## config.mk

```make
export PLATFORM = sky130hd
export DESIGN_NAME = hex_colour_command_parser
export DESIGN_NICKNAME = d
export VERILOG_FILES = /design/src/rtl/core/hcp_pkg.sv /design/src/rtl/core/hcp_step.sv /design/src/rtl/core/hex_colour_command_parser.sv
export SDC_FILE = /design/constraint.sdc
export NUM_CORES = 1
export LEC_CHECK = 0
export ABC_AREA = 1
export BUFFER_PORTS_ARGS = -buffer_cell sky130_fd_sc_hd__buf_2
export CORE_ASPECT_RATIO = 1.1
export CORE_UTILIZATION = 57
export CTS_CLUSTER_SIZE = 14
export DETAILED_ROUTE_END_ITERATION = 7
export PLACE_DENSITY = 0.8
export SLEW_MARGIN = 20
export SYNTH_ARGS = -nofsm -noshare
export SYNTH_HDL_FRONTEND = slang
export SYNTH_SLANG_ARGS = --single-unit
```

## constraint.sdc

```tcl
create_clock -name clk -period 2.3 [get_ports clk]
set_input_delay 0.23 -clock clk [delete_from_list [all_inputs] [get_ports clk]]
set_output_delay 0.23 -clock clk [all_outputs]
set_load 0.02 [all_outputs]
```

## src/rtl/core/hcp_pkg.sv

```systemverilog
// ----------------------------------------------------------------------------
// hcp_pkg
// Shared types, constants and helpers for the hex colour command parser.
// ----------------------------------------------------------------------------
package hcp_pkg;

	localparam logic [7:0] FRAME_START = 8'h23;
	localparam logic [7:0] FRAME_END   = 8'h0D;
	localparam logic [2:0] LAST_POS    = 3'd7;

	typedef enum logic [1:0] {
		ST_OK   = 2'd0,
		ST_BAD  = 2'd1,
		ST_DONE = 2'd2
	} status_t;

	typedef struct packed {
		logic        is_digit;
		logic [3:0]  nibble;
	} hex_t;

	typedef struct packed {
		logic [2:0]  pos;
		logic [23:0] acc;
		logic [23:0] colour;
		status_t     status;
	} step_t;

	// Decodes one ASCII character into a hex nibble, flagging non-digits.
	function automatic hex_t hex_decode(input logic [7:0] ch);
		hex_t res;
		res.is_digit = 1'b1;
		res.nibble   = 4'd0;
		if (ch >= 8'h30 && ch <= 8'h39) begin
			res.nibble = ch[3:0];
		end else if ((ch >= 8'h41 && ch <= 8'h46) || (ch >= 8'h61 && ch <= 8'h66)) begin
			res.nibble = ch[3:0] + 4'd9;
		end else begin
			res.is_digit = 1'b0;
		end
		return res;
	endfunction

endpackage

```

## src/rtl/core/hcp_step.sv

```systemverilog
// ----------------------------------------------------------------------------
// hcp_step
// Frame checker: computes the next frame state and status for one byte.
// ----------------------------------------------------------------------------
module hcp_step import hcp_pkg::*; (
	input  logic [2:0]  pos,
	input  logic [23:0] acc,
	input  logic [23:0] colour,
	input  logic [7:0]  rx_byte,
	output step_t       next
);

	hex_t hex;
	logic ok;

	assign hex = hex_decode(rx_byte);

	always_comb begin
		if (pos == 3'd0) begin
			ok = (rx_byte == FRAME_START);
		end else if (pos == LAST_POS) begin
			ok = (rx_byte == FRAME_END);
		end else begin
			ok = hex.is_digit;
		end

		next.pos    = 3'd0;
		next.acc    = 24'd0;
		next.colour = colour;
		next.status = ST_OK;
		if (!ok) begin
			next.status = ST_BAD;
		end else if (pos == LAST_POS) begin
			next.colour = acc;
			next.status = ST_DONE;
		end else begin
			// The start marker leaves the accumulator alone; digits shift in.
			next.acc = (pos == 3'd0) ? acc : {acc[19:0], hex.nibble};
			next.pos = pos + 3'd1;
		end
	end

endmodule

```

## src/rtl/core/hex_colour_command_parser.sv

```systemverilog
// ----------------------------------------------------------------------------
// hex_colour_command_parser
// Parses "#RRGGBB\r" frames from a byte stream and drives the displayed colour.
// ----------------------------------------------------------------------------
// Each received word is one character. The block echoes every word and reports
// a status with it: byte accepted, bad format (the frame is dropped and parsing
// restarts at the '#'), or colour complete (the six hex digits, either case,
// have been loaded into the displayed red, green and blue levels). Every result
// word carries the displayed levels as they stand after that character. A word
// passes through an input register and then a result register, from which its
// result is offered. One word is taken every cycle while the output side is not
// stalled; throughput is bounded only by the combinational update of the frame
// position and digit accumulator between the two registers. The input side
// stalls only when the result register is full and itself stalled.
// ----------------------------------------------------------------------------
module hex_colour_command_parser import hcp_pkg::*; (
	input  logic       clk,
	input  logic       arst_n,

	input  logic       rx_valid,
	output logic       rx_stall,
	input  logic [7:0] rx_byte,

	output logic       tx_valid,
	input  logic       tx_stall,
	output logic [7:0] echo_byte,
	output logic [1:0] status,
	output logic [7:0] red_level,
	output logic [7:0] green_level,
	output logic [7:0] blue_level
);

	// Input register stage.
	logic        valid_s1;
	logic [7:0]  byte_s1;

	// Frame state carried from one character to the next.
	logic [2:0]  pos_q;
	logic [23:0] acc_q;
	logic [23:0] colour_q;

	// Result register.
	logic        out_valid_q;
	logic [7:0]  echo_q;
	status_t     status_q;
	logic [23:0] levels_q;

	step_t       next;
	logic        out_load;
	logic        advance;

	// The result register can take a new word when it is empty or being drained.
	assign out_load = !out_valid_q || !tx_stall;
	assign advance  = valid_s1 && out_load;
	assign rx_stall = valid_s1 && !out_load;

	hcp_step u_step (
		.pos     (pos_q),
		.acc     (acc_q),
		.colour  (colour_q),
		.rx_byte (byte_s1),
		.next    (next)
	);

	always_ff @(posedge clk or negedge arst_n) begin
		if (!arst_n) begin
			valid_s1 <= 1'b0;
		end else if (!rx_stall) begin
			valid_s1 <= rx_valid;
		end
	end

	always_ff @(posedge clk) begin
		if (!rx_stall && rx_valid) begin
			byte_s1 <= rx_byte;
		end
	end

	// The frame state moves only when the character's result is committed.
	always_ff @(posedge clk or negedge arst_n) begin
		if (!arst_n) begin
			pos_q    <= 3'd0;
			acc_q    <= 24'd0;
			colour_q <= 24'd0;
		end else if (advance) begin
			pos_q    <= next.pos;
			acc_q    <= next.acc;
			colour_q <= next.colour;
		end
	end

	always_ff @(posedge clk or negedge arst_n) begin
		if (!arst_n) begin
			out_valid_q <= 1'b0;
		end else if (out_load) begin
			out_valid_q <= valid_s1;
		end
	end

	always_ff @(posedge clk) begin
		if (advance) begin
			echo_q   <= byte_s1;
			status_q <= next.status;
			levels_q <= next.colour;
		end
	end

	assign tx_valid    = out_valid_q;
	assign echo_byte   = echo_q;
	assign status      = status_q;
	assign red_level   = levels_q[23:16];
	assign green_level = levels_q[15:8];
	assign blue_level  = levels_q[7:0];

`ifndef SYNTH
	// Status code three is never produced.
	a_status_range: assert property (@(posedge clk) disable iff (!arst_n)
		tx_valid |-> status != 2'd3)
		else $error("status code out of range");

	// At the start of a frame no digits have been collected.
	a_acc_clear: assert property (@(posedge clk) disable iff (!arst_n)
		(pos_q == 3'd0 || pos_q == 3'd1) |-> acc_q == 24'd0)
		else $error("accumulator not cleared at frame start");

	// The offered levels always match the committed displayed colour.
	a_levels_match: assert property (@(posedge clk) disable iff (!arst_n)
		tx_valid |-> {red_level, green_level, blue_level} == colour_q)
		else $error("result levels differ from displayed colour");

	// A stalled input means a word is waiting in the input register.
	a_stall_cause: assert property (@(posedge clk) disable iff (!arst_n)
		rx_stall |-> (valid_s1 && tx_valid && tx_stall))
		else $error("input stalled without a full, stalled pipeline");
`endif

endmodule

```

# Word-level counts from Yosys, hierarchy flattened
# Cells that the tools add are included.
[totals]
output_inout_bits = 36
in_bits = 12
word_cells = 45
reg_bits = 95
[op_classes]
n_addsub = 2
mux = 10
magnitude_cmp = 6
n_eq_ne = 4
reduce_logical = 14
[ops]
columns = ["cell", "count"]
rows = [
  ["$mux 51", 1],
  ["$mux 27", 1],
  ["$mux 26", 1],
  ["$mux 24", 1],
  ["$ge 8x7->1 const B", 2],
  ["$le 8x7->1 const B", 2],
  ["$eq 8x4->1 const B", 1],
  ["$eq 8x6->1 const B", 1],
  ["$ge 8x6->1 const B", 1],
  ["$le 8x6->1 const B", 1],
  ["$mux 4", 2],
  ["$logic_and 1x1->1", 6],
  ["$add 4x4->4 const B", 1],
  ["$logic_not 1->1", 4],
  ["$mux 1", 4],
  ["$add 3x1->3 const B", 1],
  ["$eq 3x3->1 const B", 1],
  ["$logic_not 3->1", 1],
  ["$ne 3x3->1 const B", 1],
  ["$logic_or 1x1->1", 2],
  ["$reduce_and 2->1", 1],
]

# Depth between registers and ports, before layout
# Gate-level depths: netlist (run 1).
[depth]
depth_word = 9
depth_mapped = 14
depth_no_buf = 13

# Hierarchy
# A second synthesis (run 1) with hierarchy kept.
[unflattened]
cells_unflattened = 574
hier_area_um2 = 4885.9
[modules_own_cells]
columns = ["module", "area_per_inst_um2", "instances", "cells_each"]
rows = [
  ["hex_colour_command_parser", 3415.8, 1, 275],
  ["hcp_step", 1470.2, 1, 299],
]

# Worst setup path after synthesis (run 1)
# OpenSTA, ideal clock, no wires.
[synth_path]
path_type = "reg-to-reg"
from = "register byte_s1[0]"
to = "register levels_q[10], data pin"
required_time_ns = 2.045
path_stages_with_launch = 14
setup_time_ns = 0.255
period_less_slack_ns = 1.843
path_buffers = 1
t_arrival_ns = 1.588
path_slack_ns = 0.457
path_cell_list = "edfxtp_1 inv_1 ha_1 nand2_1 nand3_1 nand2_2 o21ai_2 nand2_2 nand2_4 nand2_8 nand2_8 buf_6 nand2_2 and2_1"
[synth_rtl]
columns = ["item", "line", "text"]
rows = [
  ["start: declaration", "hex_colour_command_parser.sv:35", "logic [7:0] byte_s1;"],
  ["start signal: assignment", "hex_colour_command_parser.sv:75", "byte_s1 <= rx_byte;"],
  ["end signal: assignment", "hex_colour_command_parser.sv:104", "levels_q <= next.colour;"],
  ["end: declaration", "hex_colour_command_parser.sv:46", "logic [23:0] levels_q;"],
]

==> results.toml, run 1 <==
[cts]
clk_latency_ns = 0.36
post_cts_buffers = 0
cts_buffer_depth = 2
cts_tree = "built"
cts_inserted_buffers = 9
htree_levels = 3
cts_root_buffer = "clkbuf_8"
cts.sinks = 95
cts-resized-gates = 0
clkTransAtPathRegs_ns = 0.09
holdBufCountCts = 0

[cells_and_area]
seq_area_um2 = 2590
final_core_util = 0.659
syn_to_final_growth_pct = 10.8
multiInputGateArea_um2 = 1500
fin_nets = 555
drive_gt1_frac = 0.188
fillers = 619
diodes = 0

[timing]
setup_tns_ns = 0
finalCritPeriodShare = 0.937
finalHoldViolCount = 0
slew-limit-headroom = 0.375
worst_slew_pin_slew_ns = 0.937
setup_violations = 0
max_clock_freq_mhz = 464
min_period_ns = 2.15
rsz0062_at_grt = "false"
fin_skew_ns = 0.0103
slew_viol_final = 0

[drt]
wl_per_cell_um = 12.4
route.detailed.drc = 0
wl_mm = 8.01
drt_iter0_markers = 224
final_antenna_net_count = 0
first_pass_iters = 5
avgViaCountPerCell = 5.03
via_count = 3255

[die]
die_h_um = 95.1
row_count = 33
dieArea_um2 = 8250
core_area_um2 = 7560
pin_count = 48
initial_utilization = 0.595
die_w_um = 86.7

[worst_setup_path]
cp.required_ns = 2.42
path_max_fanout = 28
startpoint_type = "flip-flop"
criticalPathCategory = "flip-flop to flip-flop"
cp-end-kind = "flip-flop"
worstPathArrival_ns = 2.27

[yosys]
netlist_area_um2 = 4500
synth-async-reset-ratio = 0.558
synth_nets = 508
synth_seq_cells = 95
synth-main-ff-cell = "dfrtp_1"
synth_cells = 490
syn_area_per_cell_um2 = 9.17
yosysSeqAreaShare = 0.576
yosysWarnings = 0
synth_edf_count = 42
yosysUniqueCellTypes = 26

[grt]
grt_max_degree = 49
antenna_found_initial = 0
grt_pass1_vias = 3151
grt_pass1_wl_mm = 13.9
grt_overflow = 0
grtUsageTotal = 0.219

[pwr]
peakVddDrop_mv = 0.470
p_total_mw = 4.57
p_leak_nw = 2.33
power.density_nw_per_um2 = 918

[run_status]
status = "complete, no violations"

[placement]
dp_hpwl_mm = 5.38
gp_congestion = 0.834
io_buffers = 47

[flow_run]
drv_cap = 0

[worst_hold_path]
hp-class = "primary input to asynchronous set/reset pin"
==> metal layers <==
layer  share of wire  track usage  vias up
li1                -            -     1641
met1            0.45        0.276     1511
met2            0.48        0.366       84
met3           0.045       0.0416       19
met4           0.025        0.107        0
met5               0            0        -
==> synthesized netlist by cell type (all sizes together), types with 3 or more instances <==
library cell | count | area share
xor2 | 3 | 0.0058
o21ai | 45 | 0.051
inv | 75 | 0.063
dfrtp | 53 | 0.30
ha | 6 | 0.017
buf | 11 | 0.021
edfxtp | 42 | 0.28
nand2 | 155 | 0.15
nor2 | 7 | 0.0081
clkbuf | 8 | 0.0067
and2 | 24 | 0.033
nand3 | 55 | 0.061
==> cell type report <==
type	instances	area share
clock buffers	10	0.0276
clock inverters	6	0.00904
inverters	75	0.0565
multi-input cells	301	0.302
flip-flops and latches	95	0.519
well taps	105	0.0264
repair buffers	55	0.0593
==> worst max-delay path, stage by stage (launching register included) <==
cell      delay [ns]
edfxtp_1        0.49
inv_1           0.10
ha_1            0.17
nand2_1         0.07
nand3_1         0.08
nand2_2         0.11
o21ai_2         0.09
nand2_2         0.07
nand2_4         0.08
nand2_8         0.15
nand2_8         0.24
nand2_1         0.10
and2_1          0.15
==> power by group <==
group	leakage [nW]	total, mW	internal [mW]	switching (mW)
logic	1.11	1.22	0.454	0.767
registers	1.14	2.34	2.18	0.151
clock network	0.0849	1.02	0.426	0.591
total	2.33	4.57	3.07	1.51
==> path summary, 6_finish.rpt <==
| kind | from | cells past startpoint | to | slack [ns] |
|---|---|---|---|---|
| max | byte_s1[0] | 12 | levels_q[0] | 0.15 |
| min | arst_n | 1 | colour_q[19] | 0.004 |
| max reg2reg | byte_s1[0] | 12 | levels_q[0] | 0.15 |
| min reg2reg | colour_q[0] | 2 | colour_q[0] | 0.49 |
| max in group asynchronous | arst_n | 2 | colour_q[2] | 1.55 |
| min in group clk | rx_byte[1] | 1 | byte_s1[1] | 0.04 |
==> flip-flops by register name, indices dropped and copies added, names as in the netlist <==
| signal | count |
|---|---|
| colour_q | 24 |
| valid_s1 | 1 |
| tx_valid | 1 |
| levels_q | 24 |
| acc_q | 24 |
| byte_s1 | 8 |
| pos_q | 3 |
| status | 2 |
| echo_byte | 8 |
==> layout by cell type, fill, tap and decap left out, types with 6 or more instances in the layout <==
cell | netlist | final
nand2_1 | 132 | 132
inv_1 | 71 | 70
nand3_1 | 55 | 55
dfrtp_1 | 53 | 53
buf_2 | 3 | 47
edfxtp_1 | 42 | 42
o21ai_0 | 34 | 34
and2_1 | 24 | 24
nand2_2 | 20 | 20
o21ai_1 | 10 | 10
clkbuf_8 | 0 | 10
buf_4 | 3 | 8
ha_1 | 6 | 6
==> kinds of logic after synthesis <==
kind of cell	Yosys count	share of synthesized area
compound gates	45	0.0509
xor+xnor	3	0.00585
fa+ha+maj	6	0.0167
buf+inv	94	0.0902
flops	95	0.576
mux	1	0.00223
simple gates	246	0.259
==> per-stage QoR <==
| step | cells | cell area (um2) | hold slack [ns] | setup WS [ns] |
|---|---|---|---|---|
| after global routing | 647 | 4980 | 0.0231 | 0.0129 |
| final | 647 | 4980 | 0.00444 | 0.145 |
| after detailed placement | 631 | 4800 | 0.408 | 0.144 |
| after global placement | 631 | 4800 | 0.407 | 0.263 |
| after CTS | 647 | 4980 | 0.0260 | 0.141 |
| after floorplan | 490 | 4500 | -0.0656 | 0.457 |
No activity file was read; power rests on OpenSTA's default activity.
==> inputs of run 2 (changes only) <==
--- a/config.mk
+++ b/config.mk
@@ -6,12 +6,14 @@
 export NUM_CORES = 1
 export LEC_CHECK = 0
 export ABC_AREA = 1
-export BUFFER_PORTS_ARGS = -buffer_cell sky130_fd_sc_hd__buf_2
 export CORE_ASPECT_RATIO = 1.1
 export CORE_UTILIZATION = 57
 export CTS_CLUSTER_SIZE = 14
 export DETAILED_ROUTE_END_ITERATION = 7
-export PLACE_DENSITY = 0.8
+export DONT_BUFFER_PORTS = 1
+export PLACE_DENSITY = 0.74
+export RECOVER_POWER = 100
+export REMOVE_ABC_BUFFERS = 1
 export SLEW_MARGIN = 20
 export SYNTH_ARGS = -nofsm -noshare
 export SYNTH_HDL_FRONTEND = slang
==> run 2 against run 1 <==
- die area did not move
- power increased by 1.5%
- sequential power up 8%
- first-iteration DRC count grew 1.3%
- clock power increased by 16%
- hold slack better by 0.018 ns
- count of clock-buffer cells in the layout is 1 lower
- register-to-register slack better by 0.03 ns
- core utilization down 1.4 points
- sequential share of layout area increased by 1.1 points
- non-clock buffer count shrank 32
- largest cell class unchanged
- largest power group unchanged
==> results.toml, run 2 (synthesized netlist as in run 1, its figures left out) <==
[worst_hold_path]
hp-class = "primary input to flip-flop"
whs_path_depth = 2

[worst_setup_path]
startpoint_type = "flip-flop"
criticalPathCategory = "flip-flop to flip-flop"
cp-end-kind = "flip-flop"
worstRegToRegCells = 10
path_max_fanout = 16
worstPathArrival_ns = 2.41
cp.required_ns = 2.58

[cells_and_area]
multiInputGateArea_um2 = 1480
seq_area_um2 = 2590
fillers = 590
layout_commonest_cell = "nand2_1"
fin_nets = 524
stdcell_area_um2 = 4880
mostFrequentLayoutCells = "nand2_1, inv_1, nand3_1"
diodes = 0
top_regs = "acc_q x24, colour_q x24, levels_q x24"
drive_gt1_frac = 0.0783
final_core_util = 0.646
syn_to_final_growth_pct = 8.52

[timing]
slew_viol_final = 0
setup_violations = 0
max_clock_freq_mhz = 471
finalCritPeriodShare = 0.924
worst_slew_pin_slew_ns = 1.32
finalHoldViolCount = 0
fin_skew_ns = 0.00550
slew-limit-headroom = 0.120
min_period_ns = 2.12

[grt]
grt_max_degree = 54
grt_pass1_vias = 3144
grtUsageTotal = 0.227
grt_pass1_wl_mm = 14.2
antenna_found_initial = 0
grt_overflow = 0

[die]
dieArea_um2 = 8250
die_h_um = 95.1
pin_count = 48
initial_utilization = 0.595
core_area_um2 = 7560
row_count = 33
die_w_um = 86.7

[pwr]
p_leak_nw = 2.20
peakVddDrop_mv = 0.478
power.density_nw_per_um2 = 952
p_total_mw = 4.64

[flow_run]
drv_cap = 0

[cts]
cts_buffer_depth = 2
cts_inserted_buffers = 9
cts.sinks = 95
clkTransAtPathRegs_ns = 0.09
cts_tree = "built"
clk_latency_ns = 0.37
cts_root_buffer = "clkbuf_8"
htree_levels = 3

[drt]
wl_per_cell_um = 13.5
final_antenna_net_count = 0
avgViaCountPerCell = 5.16
drt_iter0_markers = 227
via_count = 3177
route.detailed.drc = 0
first_pass_iters = 4
wl_mm = 8.31

[placement]
io_buffers = 0
gp_congestion = 0.827
placed_cell_area_um2 = 4560
dp_hpwl_mm = 5.17

[run_status]
status = "complete, no violations"
-- run 2: final timing paths --
path / from / endpoint / slack [ns]
min in group asynchronous: arst_n / colour_q[21] / 0.70
hold reg to reg: colour_q[1] / colour_q[1] / 0.49
hold / removal: tx_stall / tx_valid / 0.02
setup reg to reg: byte_s1[0] / acc_q[1] / 0.18
max in group asynchronous: arst_n / colour_q[3] / 0.80
setup / recovery: byte_s1[0] / acc_q[1] / 0.18
-- run 2: timing repair --
action / in CTS / in global routing
hold buffers: 11 / 0
endpoints found under the setup margin: 0 / 35
setup buffers: 0 / 4
gates resized for setup: 0 / 1
endpoints found under the hold margin: 62 / 0
-- run 2: per-stage QoR --
stage	instances	setup TNS [ns]	setup WS (ns)	hold slack (ns)
CTS	611	0	0.0847	0.0124
floorplan	471	-36.83	-0.804	-0.0656
global route	616	-0.00774	-0.00521	0.0218
global placement	584	0	0.239	-0.0638
detailed placement	584	0	0.140	-0.0638
finish	616	0	0.175	0.0221
-- run 2: report_power, final --
part,total [mW],internal [mW],switching (mW)
Combinational,0.948,0.371,0.577
Clock,1.18,0.603,0.577
Sequential,2.52,2.20,0.317
-- run 2: worst max-delay path, cell delays in order (launching register included) --
cell and delay (ns):
edfxtp_1 0.45, ha_1 0.23, nand2_1 0.06, nor4_1 0.28, nand2_2 0.24, buf_4 0.25
inv_1 0.06, nor2_1 0.06, inv_2 0.22, nand2_1 0.09, o21ai_0 0.09
-- run 2: cell type report --
class,count,area share
sequential,95,0.530
inverter,75,0.0577
timing repair buffer,23,0.0377
clock buffer,9,0.0254
clock inverter,7,0.0180
multi-input combinational,302,0.304
tap,105,0.0269
-- run 2: layer usage --
metal / GRT usage / up-vias / wire length [um]
li1: - / 1578 / -
met4: 0.110 / 0 / 256
met1: 0.287 / 1490 / 3670
met2: 0.373 / 86 / 3980
met5: 0 / - / 0
met3: 0.0494 / 23 / 403
